--- src/seed_to_permutation_defines.svh ---
// Assertion macros shared by the seed_to_permutation RTL
`ifndef SEED_TO_PERMUTATION_DEFINES_SVH
`define SEED_TO_PERMUTATION_DEFINES_SVH

// Condition that must hold on every clock edge out of reset
`define STP_ASSERT_ALWAYS(label, cond, msg) \
    label: assert property (@(posedge clk) disable iff (!rst_n) (cond)) else $error(msg);

// Consequent must hold in the same cycle as the antecedent
`define STP_ASSERT_IMPLIES(label, ante, cons, msg) \
    label: assert property (@(posedge clk) disable iff (!rst_n) (ante) |-> (cons)) \
        else $error(msg);

`endif

--- src/stp_pkg.sv ---
// Types and constants shared by the seed_to_permutation modules
`timescale 1ns / 1ps
`default_nettype none

package stp_pkg;

    // Field widths
    localparam int SEED_W = 32;
    localparam int CNT_W  = 5;
    localparam int VAL_W  = 4;

    // Element count after reset
    localparam logic [CNT_W-1:0] COUNT_RESET = 5'd8;

    // Most results one request may produce
    localparam int RESULT_LIMIT = 16;

    // Divider: quotient bits retired per cycle and steps per division
    localparam int DIGIT_BITS = 8;
    localparam int DIV_STEPS  = SEED_W / DIGIT_BITS;
    localparam int DIV_CNT_W  = $clog2(DIV_STEPS);

    // Controller states
    typedef enum logic [2:0] {
        ST_IDLE,
        ST_INIT,
        ST_DIV,
        ST_CHK,
        ST_SWAP_A,
        ST_SWAP_B,
        ST_EMIT_RD,
        ST_EMIT
    } stp_state_t;

    // Commands from controller to datapath
    typedef struct packed {
        logic start;
        logic init_wr;
        logic k_clr;
        logic div_step;
        logic swap_rd;
        logic wr_a;
        logic wr_b;
        logic next_pos;
        logic emit_rd;
        logic emit_ld;
    } stp_cmd_t;

    // Status from datapath to controller
    typedef struct packed {
        logic k_last;
        logic pos_more;
        logic pos_more_next;
        logic digit_zero;
        logic out_free;
    } stp_sts_t;

endpackage

`default_nettype wire

--- src/seed_to_permutation.sv ---
// Top level: seed to permutation unranking, controller plus datapath
//
//   channel   direction  handshake                  payload
//   seed      in         seed_valid / seed_stall    seed[31:0]
//   result    out        result_valid / result_stall position[3:0], value[3:0], last
//   config    in         element_count_wr_en        element_count[4:0]
//
// A request runs the fill, divide, swap and emit steps in order, paced by
// the 8-bit-per-cycle divider, the single memory write port and a
// separate read and load for each result; no new seed is taken until
// the last result is loaded. Results come out one per position, in order.
// rst_n clears control state and sets the element count to 8; the
// permutation memory needs no clearing. A stalled result holds the
// emit sequence while the result register stays full.
`timescale 1ns / 1ps
`default_nettype none

module seed_to_permutation #(
    parameter int MAX_ELEMENTS = 16
) (
    input  wire logic                       clk,
    input  wire logic                       rst_n,
    input  wire logic                       element_count_wr_en,
    input  wire logic [stp_pkg::CNT_W-1:0]  element_count,
    input  wire logic                       seed_valid,
    output logic                            seed_stall,
    input  wire logic [stp_pkg::SEED_W-1:0] seed,
    output logic                            result_valid,
    input  wire logic                       result_stall,
    output logic [stp_pkg::VAL_W-1:0]       position,
    output logic [stp_pkg::VAL_W-1:0]       value,
    output logic                            last
);
    import stp_pkg::*;

    // Entries actually stored
    localparam int DEPTH = (MAX_ELEMENTS < RESULT_LIMIT) ? MAX_ELEMENTS : RESULT_LIMIT;

    stp_cmd_t cmd;
    stp_sts_t sts;

    stp_ctrl u_ctrl (
        .clk        (clk),
        .rst_n      (rst_n),
        .seed_valid (seed_valid),
        .seed_stall (seed_stall),
        .sts        (sts),
        .cmd        (cmd)
    );

    stp_datapath #(
        .DEPTH (DEPTH)
    ) u_datapath (
        .clk                 (clk),
        .rst_n               (rst_n),
        .cmd                 (cmd),
        .sts                 (sts),
        .element_count_wr_en (element_count_wr_en),
        .element_count       (element_count),
        .seed                (seed),
        .result_stall        (result_stall),
        .result_valid        (result_valid),
        .position            (position),
        .value               (value),
        .last                (last)
    );

endmodule

`default_nettype wire

--- src/stp_datapath.sv ---
// Datapath: count register, seed divider, permutation memory, result register
`timescale 1ns / 1ps
`default_nettype none

`include "seed_to_permutation_defines.svh"

module stp_datapath #(
    parameter int DEPTH = 16
) (
    input  wire logic                       clk,
    input  wire logic                       rst_n,
    input  wire stp_pkg::stp_cmd_t          cmd,
    output stp_pkg::stp_sts_t               sts,
    input  wire logic                       element_count_wr_en,
    input  wire logic [stp_pkg::CNT_W-1:0]  element_count,
    input  wire logic [stp_pkg::SEED_W-1:0] seed,
    input  wire logic                       result_stall,
    output logic                            result_valid,
    output logic [stp_pkg::VAL_W-1:0]       position,
    output logic [stp_pkg::VAL_W-1:0]       value,
    output logic                            last
);
    import stp_pkg::*;

    localparam int IW = (DEPTH > 1) ? $clog2(DEPTH) : 1;
    localparam logic [CNT_W-1:0] DEPTH_CNT = CNT_W'(DEPTH);

    logic [CNT_W-1:0]  count_reg;
    logic [CNT_W-1:0]  eff_count;
    logic [CNT_W-1:0]  n_reg;
    logic [IW-1:0]     i_reg;
    logic [IW-1:0]     k_reg;
    logic [SEED_W-1:0] acc_reg;
    logic [SEED_W-1:0] acc_next;
    logic [CNT_W-1:0]  rem_reg;
    logic [CNT_W-1:0]  rem_next;
    logic [CNT_W-1:0]  radix;
    logic [CNT_W-1:0]  dest_full;
    logic [IW-1:0]     dest;
    logic [CNT_W-1:0]  div_r;
    logic [CNT_W:0]    div_t;
    logic [DIGIT_BITS-1:0] div_q;
    logic [VAL_W-1:0]  store [DEPTH];
    logic [VAL_W-1:0]  rd_a_reg;
    logic [VAL_W-1:0]  rd_b_reg;
    logic              result_valid_reg;
    logic [VAL_W-1:0]  position_reg;
    logic [VAL_W-1:0]  value_reg;
    logic              last_reg;

    // Element count register
    always_ff @(posedge clk or negedge rst_n)
    begin
        if (!rst_n)
        begin
            count_reg <= COUNT_RESET;
        end
        else if (element_count_wr_en)
        begin
            count_reg <= element_count;
        end
    end

    // Count in use: zero reads as one, saturate at the store depth
    always_comb
    begin
        priority if (count_reg == '0)
            eff_count = CNT_W'(1);
        else if (count_reg > DEPTH_CNT)
            eff_count = DEPTH_CNT;
        else
            eff_count = count_reg;
    end

    assign radix     = n_reg - CNT_W'(i_reg);
    assign dest_full = CNT_W'(i_reg) + rem_reg;
    assign dest      = dest_full[IW-1:0];

    // Restoring divider, DIGIT_BITS quotient bits per step
    always_comb
    begin
        div_r = rem_reg;
        div_q = '0;
        div_t = '0;
        for (int j = 0; j < DIGIT_BITS; j++)
        begin
            div_t = {div_r, acc_reg[SEED_W-1-j]};
            if (div_t >= {1'b0, radix})
            begin
                div_r = CNT_W'(div_t - {1'b0, radix});
                div_q[DIGIT_BITS-1-j] = 1'b1;
            end
            else
            begin
                div_r = div_t[CNT_W-1:0];
            end
        end
        rem_next = div_r;
        acc_next = {acc_reg[SEED_W-DIGIT_BITS-1:0], div_q};
    end

    // Sequencing registers: count, position, counter, seed, remainder
    always_ff @(posedge clk or negedge rst_n)
    begin
        if (!rst_n)
        begin
            n_reg   <= CNT_W'(1);
            i_reg   <= '0;
            k_reg   <= '0;
            acc_reg <= '0;
            rem_reg <= '0;
        end
        else
        begin
            if (cmd.start)
            begin
                n_reg   <= eff_count;
                acc_reg <= seed;
            end
            else if (cmd.div_step)
            begin
                acc_reg <= acc_next;
            end

            priority if (cmd.start || cmd.next_pos)
                rem_reg <= '0;
            else if (cmd.div_step)
                rem_reg <= rem_next;

            priority if (cmd.start)
                i_reg <= '0;
            else if (cmd.next_pos)
                i_reg <= i_reg + IW'(1);

            priority if (cmd.start || cmd.k_clr)
                k_reg <= '0;
            else if (cmd.init_wr || cmd.emit_ld)
                k_reg <= k_reg + IW'(1);
        end
    end

    // Permutation memory: one write port, two registered read ports
    always_ff @(posedge clk)
    begin
        priority if (cmd.init_wr)
            store[k_reg] <= VAL_W'(k_reg);
        else if (cmd.wr_a)
            store[dest] <= rd_a_reg;
        else if (cmd.wr_b)
            store[i_reg] <= rd_b_reg;

        priority if (cmd.swap_rd)
        begin
            rd_a_reg <= store[i_reg];
            rd_b_reg <= store[dest];
        end
        else if (cmd.emit_rd)
        begin
            rd_a_reg <= store[k_reg];
        end
    end

    // Result register
    always_ff @(posedge clk or negedge rst_n)
    begin
        if (!rst_n)
        begin
            result_valid_reg <= 1'b0;
        end
        else if (cmd.emit_ld)
        begin
            result_valid_reg <= 1'b1;
        end
        else if (!result_stall)
        begin
            result_valid_reg <= 1'b0;
        end
    end

    always_ff @(posedge clk)
    begin
        if (cmd.emit_ld)
        begin
            position_reg <= VAL_W'(k_reg);
            value_reg    <= rd_a_reg;
            last_reg     <= sts.k_last;
        end
    end

    // Status
    assign sts.k_last        = (CNT_W'(k_reg) == n_reg - CNT_W'(1));
    assign sts.pos_more      = (CNT_W'(i_reg) + CNT_W'(1) < n_reg);
    assign sts.pos_more_next = (CNT_W'(i_reg) + CNT_W'(2) < n_reg);
    assign sts.digit_zero    = (rem_reg == '0);
    assign sts.out_free      = !result_valid_reg || !result_stall;

    assign result_valid = result_valid_reg;
    assign position     = position_reg;
    assign value        = value_reg;
    assign last         = last_reg;

    // Checks
    `STP_ASSERT_IMPLIES(a_digit_below_radix, cmd.swap_rd, rem_reg < radix, "digit not below radix")
    `STP_ASSERT_IMPLIES(a_swap_in_range, cmd.wr_a, (dest_full > CNT_W'(i_reg)) && (dest_full < n_reg), "swap target out of range")

endmodule

`default_nettype wire

--- src/stp_ctrl.sv ---
// Controller: sequences fill, divide, swap and emit steps for one request
`timescale 1ns / 1ps
`default_nettype none

`include "seed_to_permutation_defines.svh"

module stp_ctrl (
    input  wire logic              clk,
    input  wire logic              rst_n,
    input  wire logic              seed_valid,
    output logic                   seed_stall,
    input  wire stp_pkg::stp_sts_t sts,
    output stp_pkg::stp_cmd_t      cmd
);
    import stp_pkg::*;

    stp_state_t           state_reg;
    stp_state_t           state_next;
    logic [DIV_CNT_W-1:0] div_cnt_reg;
    logic [DIV_CNT_W-1:0] div_cnt_next;

    // State and divide step counter
    always_ff @(posedge clk or negedge rst_n)
    begin
        if (!rst_n)
        begin
            state_reg   <= ST_IDLE;
            div_cnt_reg <= '0;
        end
        else
        begin
            state_reg   <= state_next;
            div_cnt_reg <= div_cnt_next;
        end
    end

    // Next state and commands
    always_comb
    begin
        state_next   = state_reg;
        div_cnt_next = div_cnt_reg;
        cmd          = '0;
        seed_stall   = 1'b1;

        unique case (state_reg)
            ST_IDLE:
            begin
                seed_stall = 1'b0;
                if (seed_valid)
                begin
                    cmd.start    = 1'b1;
                    div_cnt_next = '0;
                    state_next   = ST_INIT;
                end
            end

            // write the identity, one entry a cycle
            ST_INIT:
            begin
                cmd.init_wr = 1'b1;
                if (sts.k_last)
                begin
                    cmd.k_clr  = 1'b1;
                    state_next = sts.pos_more ? ST_DIV : ST_EMIT_RD;
                end
            end

            ST_DIV:
            begin
                cmd.div_step = 1'b1;
                div_cnt_next = div_cnt_reg + DIV_CNT_W'(1);
                if (div_cnt_reg == DIV_CNT_W'(DIV_STEPS - 1))
                begin
                    state_next = ST_CHK;
                end
            end

            // digit ready: read both entries, skip the swap on zero
            ST_CHK:
            begin
                cmd.swap_rd = 1'b1;
                if (sts.digit_zero)
                begin
                    cmd.next_pos = 1'b1;
                    state_next   = sts.pos_more_next ? ST_DIV : ST_EMIT_RD;
                end
                else
                begin
                    state_next = ST_SWAP_A;
                end
            end

            ST_SWAP_A:
            begin
                cmd.wr_a   = 1'b1;
                state_next = ST_SWAP_B;
            end

            ST_SWAP_B:
            begin
                cmd.wr_b     = 1'b1;
                cmd.next_pos = 1'b1;
                state_next   = sts.pos_more_next ? ST_DIV : ST_EMIT_RD;
            end

            ST_EMIT_RD:
            begin
                cmd.emit_rd = 1'b1;
                state_next  = ST_EMIT;
            end

            // hold the read data until the result register frees up
            ST_EMIT:
            begin
                if (sts.out_free)
                begin
                    cmd.emit_ld = 1'b1;
                    state_next  = sts.k_last ? ST_IDLE : ST_EMIT_RD;
                end
            end

            default:
            begin
                state_next = ST_IDLE;
            end
        endcase
    end

    // Checks
    `STP_ASSERT_ALWAYS(a_one_mem_write, $onehot0({cmd.init_wr, cmd.wr_a, cmd.wr_b}), "more than one memory write")

endmodule

`default_nettype wire
--- config.mk ---
export PLATFORM = sky130hd
export DESIGN_NAME = seed_to_permutation
export DESIGN_NICKNAME = d
export VERILOG_FILES = /design/src/stp_pkg.sv /design/src/seed_to_permutation.sv /design/src/stp_datapath.sv /design/src/stp_ctrl.sv
export VERILOG_INCLUDE_DIRS = /design/src /design/src/src
export SDC_FILE = /design/constraint.sdc
export NUM_CORES = 1
export LEC_CHECK = 0
export ABC_AREA = 1
export ABC_CLOCK_PERIOD_IN_PS = 13900
export BUFFER_PORTS_ARGS = -buffer_cell sky130_fd_sc_hd__buf_2
export CAP_MARGIN = 20
export CELL_PAD_IN_SITES_DETAIL_PLACEMENT = 0
export CELL_PAD_IN_SITES_GLOBAL_PLACEMENT = 1
export CORE_MARGIN = 5
export CORE_UTILIZATION = 43
export CTS_BUF_LIST = sky130_fd_sc_hd__clkbuf_16
export DETAILED_ROUTE_END_ITERATION = 6
export PLACE_DENSITY_LB_ADDON = 0.3
export SETUP_SLACK_MARGIN = 0.4
export SKIP_CTS_REPAIR_TIMING = 1
export SKIP_LAST_GASP = 1
export SLEW_MARGIN = 10
export SYNTH_ARGS = -nofsm -noshare
export SYNTH_HDL_FRONTEND = slang
export SYNTH_SLANG_ARGS = --single-unit
export TNS_END_PERCENT = 50
--- constraint.sdc ---
create_clock -name clk -period 13.9 [get_ports clk]
set_input_delay 1.39 -clock clk [delete_from_list [all_inputs] [get_ports clk]]
set_output_delay 1.39 -clock clk [all_outputs]
set_load 0.03 [all_outputs]
==> impl_metrics.py, run 1 <==
metrics = {
    "timing": {
        "setup_viol": 0,
        "hold_viol_final": 0,
        "fin_crit_sh_pct": 91.2,
        "max_freq_mhz": 78.9,
        "relSlewSlack_pct": 41.6,
        "fin_crit_ns": 12.68,
        "worst_pin_slew_ns": 0.876,
        "clock_skew_ns": 0.00893,
        "whs_ns": 0.467,
        "rsz0062_at_grt": "no",
        "slew_viol_final": 0,
        "setup_ws_ns": 1.22,
    },
    "drt": {
        "drc_errors": 0,
        "viasPerCell": 5.54,
        "routed_wl_mm": 29.0,
        "dr.pass1.iters": 5,
        "vias": 8727,
        "detail-route-antenna-nets": 0,
        "dr.first_iter.drc_count": 689,
        "wl_per_cell_um": 18.4,
    },
    "flow_run": {
        "drv_cap": 0,
    },
    "floorplanning": {
        "start_util_pct": 43.8,
        "fp.dieW_um": 162,
        "die_h_um": 162,
        "rows": 55,
        "ios": 53,
        "die-area_um2": 26300,
        "core_area_um2": 22700,
    },
    "critical_path": {
        "start_kind": "register",
        "critPathMostFrequentCell": "nand2_1",
        "rr_worst_depth": 82,
        "cp_max_fo": 7,
        "critPathMaxStageDelay_ns": 0.57,
        "cp_data_required_time_ns": 14.26,
        "arrival_ns": 13.04,
        "crit_type": "reg -> reg",
        "rrSetupSlack_ns": 1.22,
        "cp_slowest_cell": "dfstp_2",
        "end_kind": "register",
    },
    "power": {
        "power.density_nw_per_um2": 81.1,
        "max-vdd-ir-drop_uv": 71.1,
        "leakage_nw": 4.97,
    },
    "yosys": {
        "synthCells": 1224,
        "synth-compound-area-share_pct": 18.5,
        "synth_fa_ha_area_share_pct": 9.69,
        "yosys_warnings": 0,
        "muxShareOfSynthArea_pct": 0.227,
        "syn-cell-area_um2": 9940,
        "synth_largest_area_cell": "edfxtp_1",
        "seq_area_frac_synth_pct": 39.9,
        "synth_top_area_share_pct": 24.5,
        "async_flop_share_pct": 43.0,
        "synthXorXnorAreaFrac_pct": 3.17,
        "syn_area_per_cell_um2": 8.12,
        "synth_top_family_by_area": "simple AND/OR/NAND/NOR gates",
        "synth_area_leaders": "edfxtp_1 24%, dfrtp_1 15%, nand2_1 9.4%",
        "synth-seq-cells": 142,
        "ys.flop_type": "edfxtp_1",
        "synth_nets": 1337,
        "synth_edf_count": 81,
        "synthSimpleGateAreaFrac_pct": 20.9,
        "synth_cell_types": 45,
    },
    "clocking": {
        "clk_latency_ns": 0.43,
        "cts-buffers-inserted": 17,
        "htreeDepth": 4,
        "clock-sinks": 142,
        "clk_path_buf_depth": 2,
        "cts_tree": "yes",
        "root_buffer": "clkbuf_16",
        "clk_pin_slew_worst_paths_ns": 0.06,
    },
    "global_routing": {
        "grt_use_total_pct": 22.3,
        "antenna_found_initial": 0,
        "grt_pass1_vias": 8189,
        "overflow": 0,
        "grt_max_degree": 65,
        "grt_first_pass_wirelength_mm": 46.1,
    },
    "placed_design": {
        "io_buffers": 52,
        "pre_cts_ws_ns": 0.0134,
        "place_inst": 1536,
        "place.gp.congestion": 0.895,
        "hpwl_mm": 21.0,
    },
    "cells_and_area": {
        "finalNonFillerCells": 1575,
        "diodes": 0,
        "largest_reg_flops": 64,
        "drive_gt1_share_pct": 14.3,
        "syn_to_final_growth_pct": 13.9,
        "final_cell_mix": "249 x nand2_1, 143 x inv_1, 127 x o21ai_0",
        "nets": 1390,
        "mostFrequentLayoutCell": "nand2_1",
    },
    "hold_path": {
        "whs_path_depth": 0,
        "min_path_type": "reg -> reg",
    },
    "run_status": {
        "status": "complete, no violations",
    },
}
-- metrics by stage --
step	setup TNS, ns	utilization, %	power, mW	instance area, um2
floorplan	0	-	0.455	9940
global placement	0	46.4	0.465	10500
detailed placement	0	46.4	0.465	10500
CTS	-0.106	49.1	0.926	11100
global route	0	49.9	0.948	11300
finish	0	49.9	0.918	11300
-- critical path: cells and delay by family (launching register included) --
family / cells / cell delay, ns
buffers and inverters: 16 / 1.27
adder cells (fa/ha/maj): 10 / 3.75
flip-flops: 1 / 0.57
AO/OA/AOI/OAI: 17 / 2.64
AND/OR/NAND/NOR: 39 / 4.39
-- logic make-up after synthesis --
logic type,Yosys count
xor+xnor,36
flops,142
compound gates,317
mux,2
fa+ha+maj,71
buf+inv,202
simple gates,454
-- area by class of cell --
type	instances	area, um2
tap	285	357
inverter	153	574
fill	2194	11400
timing repair buffer	83	490
multi-input combinational	880	5340
clock buffer	20	500
clock inverter	12	103
sequential	142	3960
-- power breakdown --
group / internal, mW / total, mW / switching, mW
sequential: 0.444 / 0.444 / 0.000596
combinational: 0.00528 / 0.0126 / 0.00734
clock: 0.278 / 0.461 / 0.183
-- worst paths after layout --
| path | start | end |
|---|---|---|
| max | u_datapath.n_reg[0]$_DFFE_PN1P_ | u_datapath.rem_reg[4]$_DFFE_PN0P_ |
| max in group asynchronous | rst_n | u_datapath.i_reg[0]$_DFFE_PN0N_ |
| max reg2reg | u_datapath.n_reg[0]$_DFFE_PN1P_ | u_datapath.rem_reg[4]$_DFFE_PN0P_ |
| min reg2reg | u_datapath.rd_a_reg[2]$_DFFE_PP_ | u_datapath.value[2]$_DFFE_PP_ |
| min in group asynchronous | rst_n | u_datapath.acc_reg[5]$_DFFE_PN0P_ |
| min | u_datapath.rd_a_reg[2]$_DFFE_PP_ | u_datapath.value[2]$_DFFE_PP_ |
-- Yosys cell counts (3+ instances only) --
library cell,n
o21ai_0,134
a21o_1,4
edfxtp_1,81
ha_1,61
nand2_2,5
clkbuf_1,43
nor2_2,8
inv_2,4
nor3_1,9
nand3_1,73
nand2_1,249
clkinv_1,5
nor2_1,77
xnor2_1,15
o221ai_1,19
a32oi_1,3
o22ai_1,8
fa_1,10
xor2_1,21
buf_1,4
a211oi_1,6
nand3_2,7
o211ai_1,40
dfrtp_1,59
inv_1,144
nand2_4,8
nand3_4,7
nand4_1,6
a21oi_1,89
a31oi_1,6
-- per-layer routing --
| metal | up-vias | wire (um) | track usage (%) |
|---|---|---|---|
| met1 | 4041 | 13800 | 33.7 |
| met5 | - | 0 | 0 |
| met2 | 318 | 12400 | 32.2 |
| li1 | 4316 | - | - |
| met3 | 52 | 2090 | 4.31 |
| met4 | 0 | 675 | 7.07 |
No activity file was read; power rests on OpenSTA's default activity.
==> inputs of run 2 (changes only) <==
- CORE_MARGIN: 5 -> 10
==> run 2 against run 1 <==
Net effect: sequential power is essentially flat; highest routed layer unchanged; die area grew 13%; wire length grew 4.8%; worst setup slack gained 0.029 ns; register-to-register slack gained 0.03 ns.
==> impl_metrics.py, run 2 (synthesis results as in run 1) <==
metrics = {
    "critical_path": {
        "cp_slowest_cell": "dfstp_2",
        "critPathMostFrequentCell": "nand2_1",
        "end_kind": "register",
        "path_buf_inv": 17,
        "critPathMaxStageDelay_ns": 0.57,
        "cp_data_required_time_ns": 14.27,
        "start_kind": "register",
        "cp_max_fo": 7,
        "crit_type": "reg -> reg",
        "cp_top_family": "simple AND/OR/NAND/NOR gates",
        "arrival_ns": 13.01,
    },
    "flow_run": {
        "drv_cap": 0,
    },
    "cells_and_area": {
        "syn_to_final_growth_pct": 13.8,
        "n_fill_cell": 2214,
        "finish.instance_area_um2": 11300,
        "drive_gt1_share_pct": 14.0,
        "nets": 1389,
        "largest_reg_flops": 64,
        "mostFrequentLayoutCell": "nand2_1",
        "final_cell_mix": "249 x nand2_1, 144 x inv_1, 128 x o21ai_0",
        "diodes": 0,
    },
    "floorplanning": {
        "start_util_pct": 43.8,
        "die_h_um": 172,
        "ios": 53,
        "fp.dieW_um": 172,
        "die-area_um2": 29600,
        "core_area_um2": 22700,
        "rows": 55,
    },
    "placed_design": {
        "dpl_cell_area_um2": 10600,
        "hpwl_mm": 21.6,
        "place.gp.congestion": 0.914,
        "io_buffers": 52,
    },
    "clocking": {
        "clk_pin_slew_worst_paths_ns": 0.06,
        "htreeDepth": 4,
        "cts_tree": "yes",
        "clock-sinks": 142,
        "clk_latency_ns": 0.43,
        "cts-buffers-inserted": 17,
        "root_buffer": "clkbuf_16",
        "clk_path_buf_depth": 2,
    },
    "drt": {
        "viasPerCell": 5.66,
        "dr.pass1.iters": 6,
        "drc_errors": 0,
        "detail-route-antenna-nets": 0,
        "vias": 8905,
        "wl_per_cell_um": 19.3,
        "routed_wl_mm": 30.4,
        "dr.first_iter.drc_count": 872,
    },
    "timing": {
        "slew_viol_final": 0,
        "worst_pin_slew_ns": 0.859,
        "finalSetupTns_ns": 0,
        "fin_crit_ns": 12.65,
        "setup_viol": 0,
        "clock_skew_ns": 0.0100,
        "rsz0062_at_grt": "no",
        "relSlewSlack_pct": 42.7,
        "fin_crit_sh_pct": 91.0,
        "hold_viol_final": 0,
        "whs_ns": 0.452,
        "max_freq_mhz": 79.1,
    },
    "run_status": {
        "status": "complete, no violations",
    },
    "power": {
        "total_power_mw": 0.923,
        "max-vdd-ir-drop_uv": 71.4,
        "leakage_nw": 4.95,
        "power.density_nw_per_um2": 81.6,
    },
    "global_routing": {
        "grt_use_total_pct": 20.6,
        "grt_first_pass_wirelength_mm": 47.1,
        "grt_max_degree": 64,
        "grt_pass1_vias": 8484,
        "overflow": 0,
        "antenna_found_initial": 0,
    },
    "hold_path": {
        "min_path_type": "reg -> reg",
    },
}
-- run 2: power breakdown --
part           total (mW)  internal, mW  leakage (nW)  switching, mW
Clock               0.465         0.267         0.281          0.198
Sequential          0.444         0.443          1.36       0.000829
Combinational      0.0130       0.00527          3.30        0.00777
Total               0.923         0.716          4.95          0.207
-- run 2: layout make-up --
type | count | area, um2 | share of cell area [%]
multi-input combinational | 880 | 5340 | 47.2
sequential | 142 | 3960 | 35.0
inverter | 153 | 574 | 5.08
timing repair buffer | 82 | 489 | 4.32
clock buffer | 17 | 425 | 3.76
tap | 285 | 357 | 3.15
clock inverter | 15 | 161 | 1.43
-- run 2: metal layers --
layer	global-route usage [%]	part of all wire (%)	up-vias	routed length [um]
met4	6.07	1.4	0	428
met5	0	0	-	0
met1	29.9	48	4229	14500
met3	3.28	6.6	36	2010
li1	-	-	4310	-
met2	30.8	44	330	13400
-- run 2: stage by stage --
stage,cells,utilization [%],setup slack [ns]
after CTS,1569,49.1,-0.0375
after detailed placement,1537,46.5,0.00316
after floorplan,1224,-,0.784
final,1574,49.8,1.25
after global routing,1574,49.8,0.237
after global placement,1536,46.4,0.463
-- run 2: path summary, 6_finish.rpt --
path                                                  start                                  to  slack, ns  cells past startpoint
min                        u_datapath.rd_a_reg[0]$_DFFE_PP_       u_datapath.value[0]$_DFFE_PP_       0.45                      0
max reg2reg                 u_datapath.n_reg[0]$_DFFE_PN1P_   u_datapath.rem_reg[3]$_DFFE_PN0P_       1.25                     84
max in group asynchronous                             rst_n     u_datapath.i_reg[0]$_DFFE_PN0N_      12.15                      2
min in group asynchronous                             rst_n  u_datapath.acc_reg[20]$_DFFE_PN0P_       1.12                      2
min reg2reg                u_datapath.rd_a_reg[0]$_DFFE_PP_       u_datapath.value[0]$_DFFE_PP_       0.45                      0
max                         u_datapath.n_reg[0]$_DFFE_PN1P_   u_datapath.rem_reg[3]$_DFFE_PN0P_       1.25                     84
-- run 2: worst reg2reg max path: cells and delay by family, from the launching register on --
family,cells,cell delay [ns]
simple gates,42,4.35
compound gates,15,2.48
flops,1,0.57
buf+inv,17,1.49
fa+ha+maj,10,3.69
==> inputs of run 3 (changes only) <==
- MAX_ROUTING_LAYER: default -> met4
==> run 3 against run 2 <==
Net effect: worst setup slack improved by 0.10 ns; total power decreased by 2.6%; fmax up 0.83%; hold slack better by 0.0062 ns; register-to-register slack improved by 0.10 ns; global-route usage grew 0.69 points; utilization shrank 0.20 points; die area unchanged; combinational power is essentially flat; sequential power is essentially flat; via count decreased by 0.25%; sequential share of layout area is 0.14 points higher; largest power group is now sequential cells.
==> impl_metrics.py, run 3 (synthesis results as in run 1) <==
metrics = {
    "drt": {
        "dr.first_iter.drc_count": 808,
        "wl_per_cell_um": 19.3,
        "viasPerCell": 5.65,
        "wl_met2_mm": 13.4,
        "detail-route-antenna-nets": 0,
        "dr.pass1.iters": 5,
        "vias": 8883,
        "routed_wl_mm": 30.4,
        "wl_met3_mm": 1.83,
        "drc_errors": 0,
        "top_layer_used": "met4",
        "wirelength_met1_mm": 14.8,
    },
    "cells_and_area": {
        "nets": 1388,
        "drive_gt1_share_pct": 14.1,
        "n_fill_cell": 2202,
        "finish.instance_area_um2": 11300,
        "syn_to_final_growth_pct": 13.4,
        "final_cell_mix": "248 x nand2_1, 143 x inv_1, 128 x o21ai_0",
        "diodes": 0,
        "mostFrequentLayoutCell": "nand2_1",
        "largest_reg_flops": 64,
    },
    "placed_design": {
        "place.gp.congestion": 0.900,
        "dpl_cell_area_um2": 10500,
        "io_buffers": 52,
        "hpwl_mm": 21.8,
    },
    "critical_path": {
        "critPathMaxStageDelay_ns": 0.43,
        "cp_slowest_cell": "fa_1",
        "end_kind": "register",
        "start_kind": "register",
        "crit_type": "reg -> reg",
        "critPathMostFrequentCell": "nand2_1",
        "arrival_ns": 12.91,
        "cp_data_required_time_ns": 14.27,
        "cp_max_fo": 9,
    },
    "timing": {
        "worst_pin_slew_ns": 0.938,
        "slew_viol_final": 0,
        "whs_ns": 0.458,
        "fin_crit_ns": 12.54,
        "clock_skew_ns": 0.0119,
        "relSlewSlack_pct": 37.3,
        "rsz0062_at_grt": "no",
        "hold_viol_final": 0,
        "setup_viol": 0,
        "fin_crit_sh_pct": 90.2,
        "max_freq_mhz": 79.7,
    },
    "clocking": {
        "clk_latency_ns": 0.43,
        "htreeDepth": 4,
        "clk_pin_slew_worst_paths_ns": 0.07,
        "cts_tree": "yes",
        "root_buffer": "clkbuf_16",
        "cts-buffers-inserted": 17,
        "clk_path_buf_depth": 2,
        "clock-sinks": 142,
    },
    "global_routing": {
        "grt_use_total_pct": 21.3,
        "grt_max_degree": 65,
        "overflow": 0,
        "grt_first_pass_wirelength_mm": 47.3,
        "antenna_found_initial": 0,
        "grt_pass1_vias": 8502,
    },
    "power": {
        "leakage_nw": 4.93,
        "total_power_mw": 0.899,
        "max-vdd-ir-drop_uv": 75.8,
        "power.density_nw_per_um2": 79.8,
    },
    "floorplanning": {
        "die-area_um2": 29600,
        "start_util_pct": 43.8,
        "ios": 53,
        "die_h_um": 172,
        "core_area_um2": 22700,
        "fp.dieW_um": 172,
        "rows": 55,
    },
    "flow_run": {
        "drv_cap": 0,
    },
    "run_status": {
        "status": "complete, no violations",
    },
    "hold_path": {
        "min_path_type": "reg -> reg",
    },
}
==> run 3: metal layers <==
metal  global-route usage, %  vias up
li1                        -     4313
met1                    30.8     4248
met2                    30.9      289
met3                    3.03       33
met4                    4.87        0
met5                       -        -
==> run 3: stage by stage <==
stage                     worst slack [ns]  util, %  setup TNS [ns]  std cells
final                                 1.36     49.6               0       1573
after global routing                 0.337     49.6               0       1573
after CTS                          -0.0239     48.9         -0.0841       1567
after detailed placement           0.00643     46.4               0       1535
after global placement               0.457     46.4               0       1534
after floorplan                      0.784        -               0       1224
==> run 3: worst paths after layout <==
path	to	slack, ns	from	depth (start not counted)
setup / recovery	u_datapath.rem_reg[3]$_DFFE_PN0P_	1.36	u_datapath.n_reg[0]$_DFFE_PN1P_	85
hold / removal	u_datapath.value[1]$_DFFE_PP_	0.46	u_datapath.rd_a_reg[1]$_DFFE_PP_	0
min in group asynchronous	u_datapath.acc_reg[28]$_DFFE_PN0P_	1.11	rst_n	2
max in group asynchronous	u_datapath.i_reg[0]$_DFFE_PN0N_	12.16	rst_n	2
hold reg to reg	u_datapath.value[1]$_DFFE_PP_	0.46	u_datapath.rd_a_reg[1]$_DFFE_PP_	0
setup reg to reg	u_datapath.rem_reg[3]$_DFFE_PN0P_	1.36	u_datapath.n_reg[0]$_DFFE_PN1P_	85
==> run 3: critical path: cells and delay by family, from the launching register on <==
| kind | cells | cell delay (ns) |
|---|---|---|
| compound gates | 16 | 2.58 |
| buf+inv | 17 | 1.43 |
| flops | 1 | 0.39 |
| fa+ha+maj | 10 | 3.46 |
| xor+xnor | 1 | 0.21 |
| simple gates | 41 | 4.40 |
==> run 3: final cells by class <==
cell class / count / area, um2 / area share, %
Multi-Input combinational cell: 880 / 5340 / 47.4
Sequential cell: 142 / 3960 / 35.2
Inverter: 153 / 574 / 5.10
Timing Repair Buffer: 81 / 482 / 4.28
Clock buffer: 17 / 425 / 3.78
Tap cell: 285 / 357 / 3.16
Clock inverter: 15 / 128 / 1.13
==> run 3: power breakdown <==
group / internal (mW) / total (mW) / switching, mW / leakage (nW)
sequential: 0.443 / 0.444 / 0.000905 / 1.36
combinational: 0.00527 / 0.0130 / 0.00772 / 3.29
clock: 0.235 / 0.442 / 0.207 / 0.269
total: 0.683 / 0.899 / 0.216 / 4.93
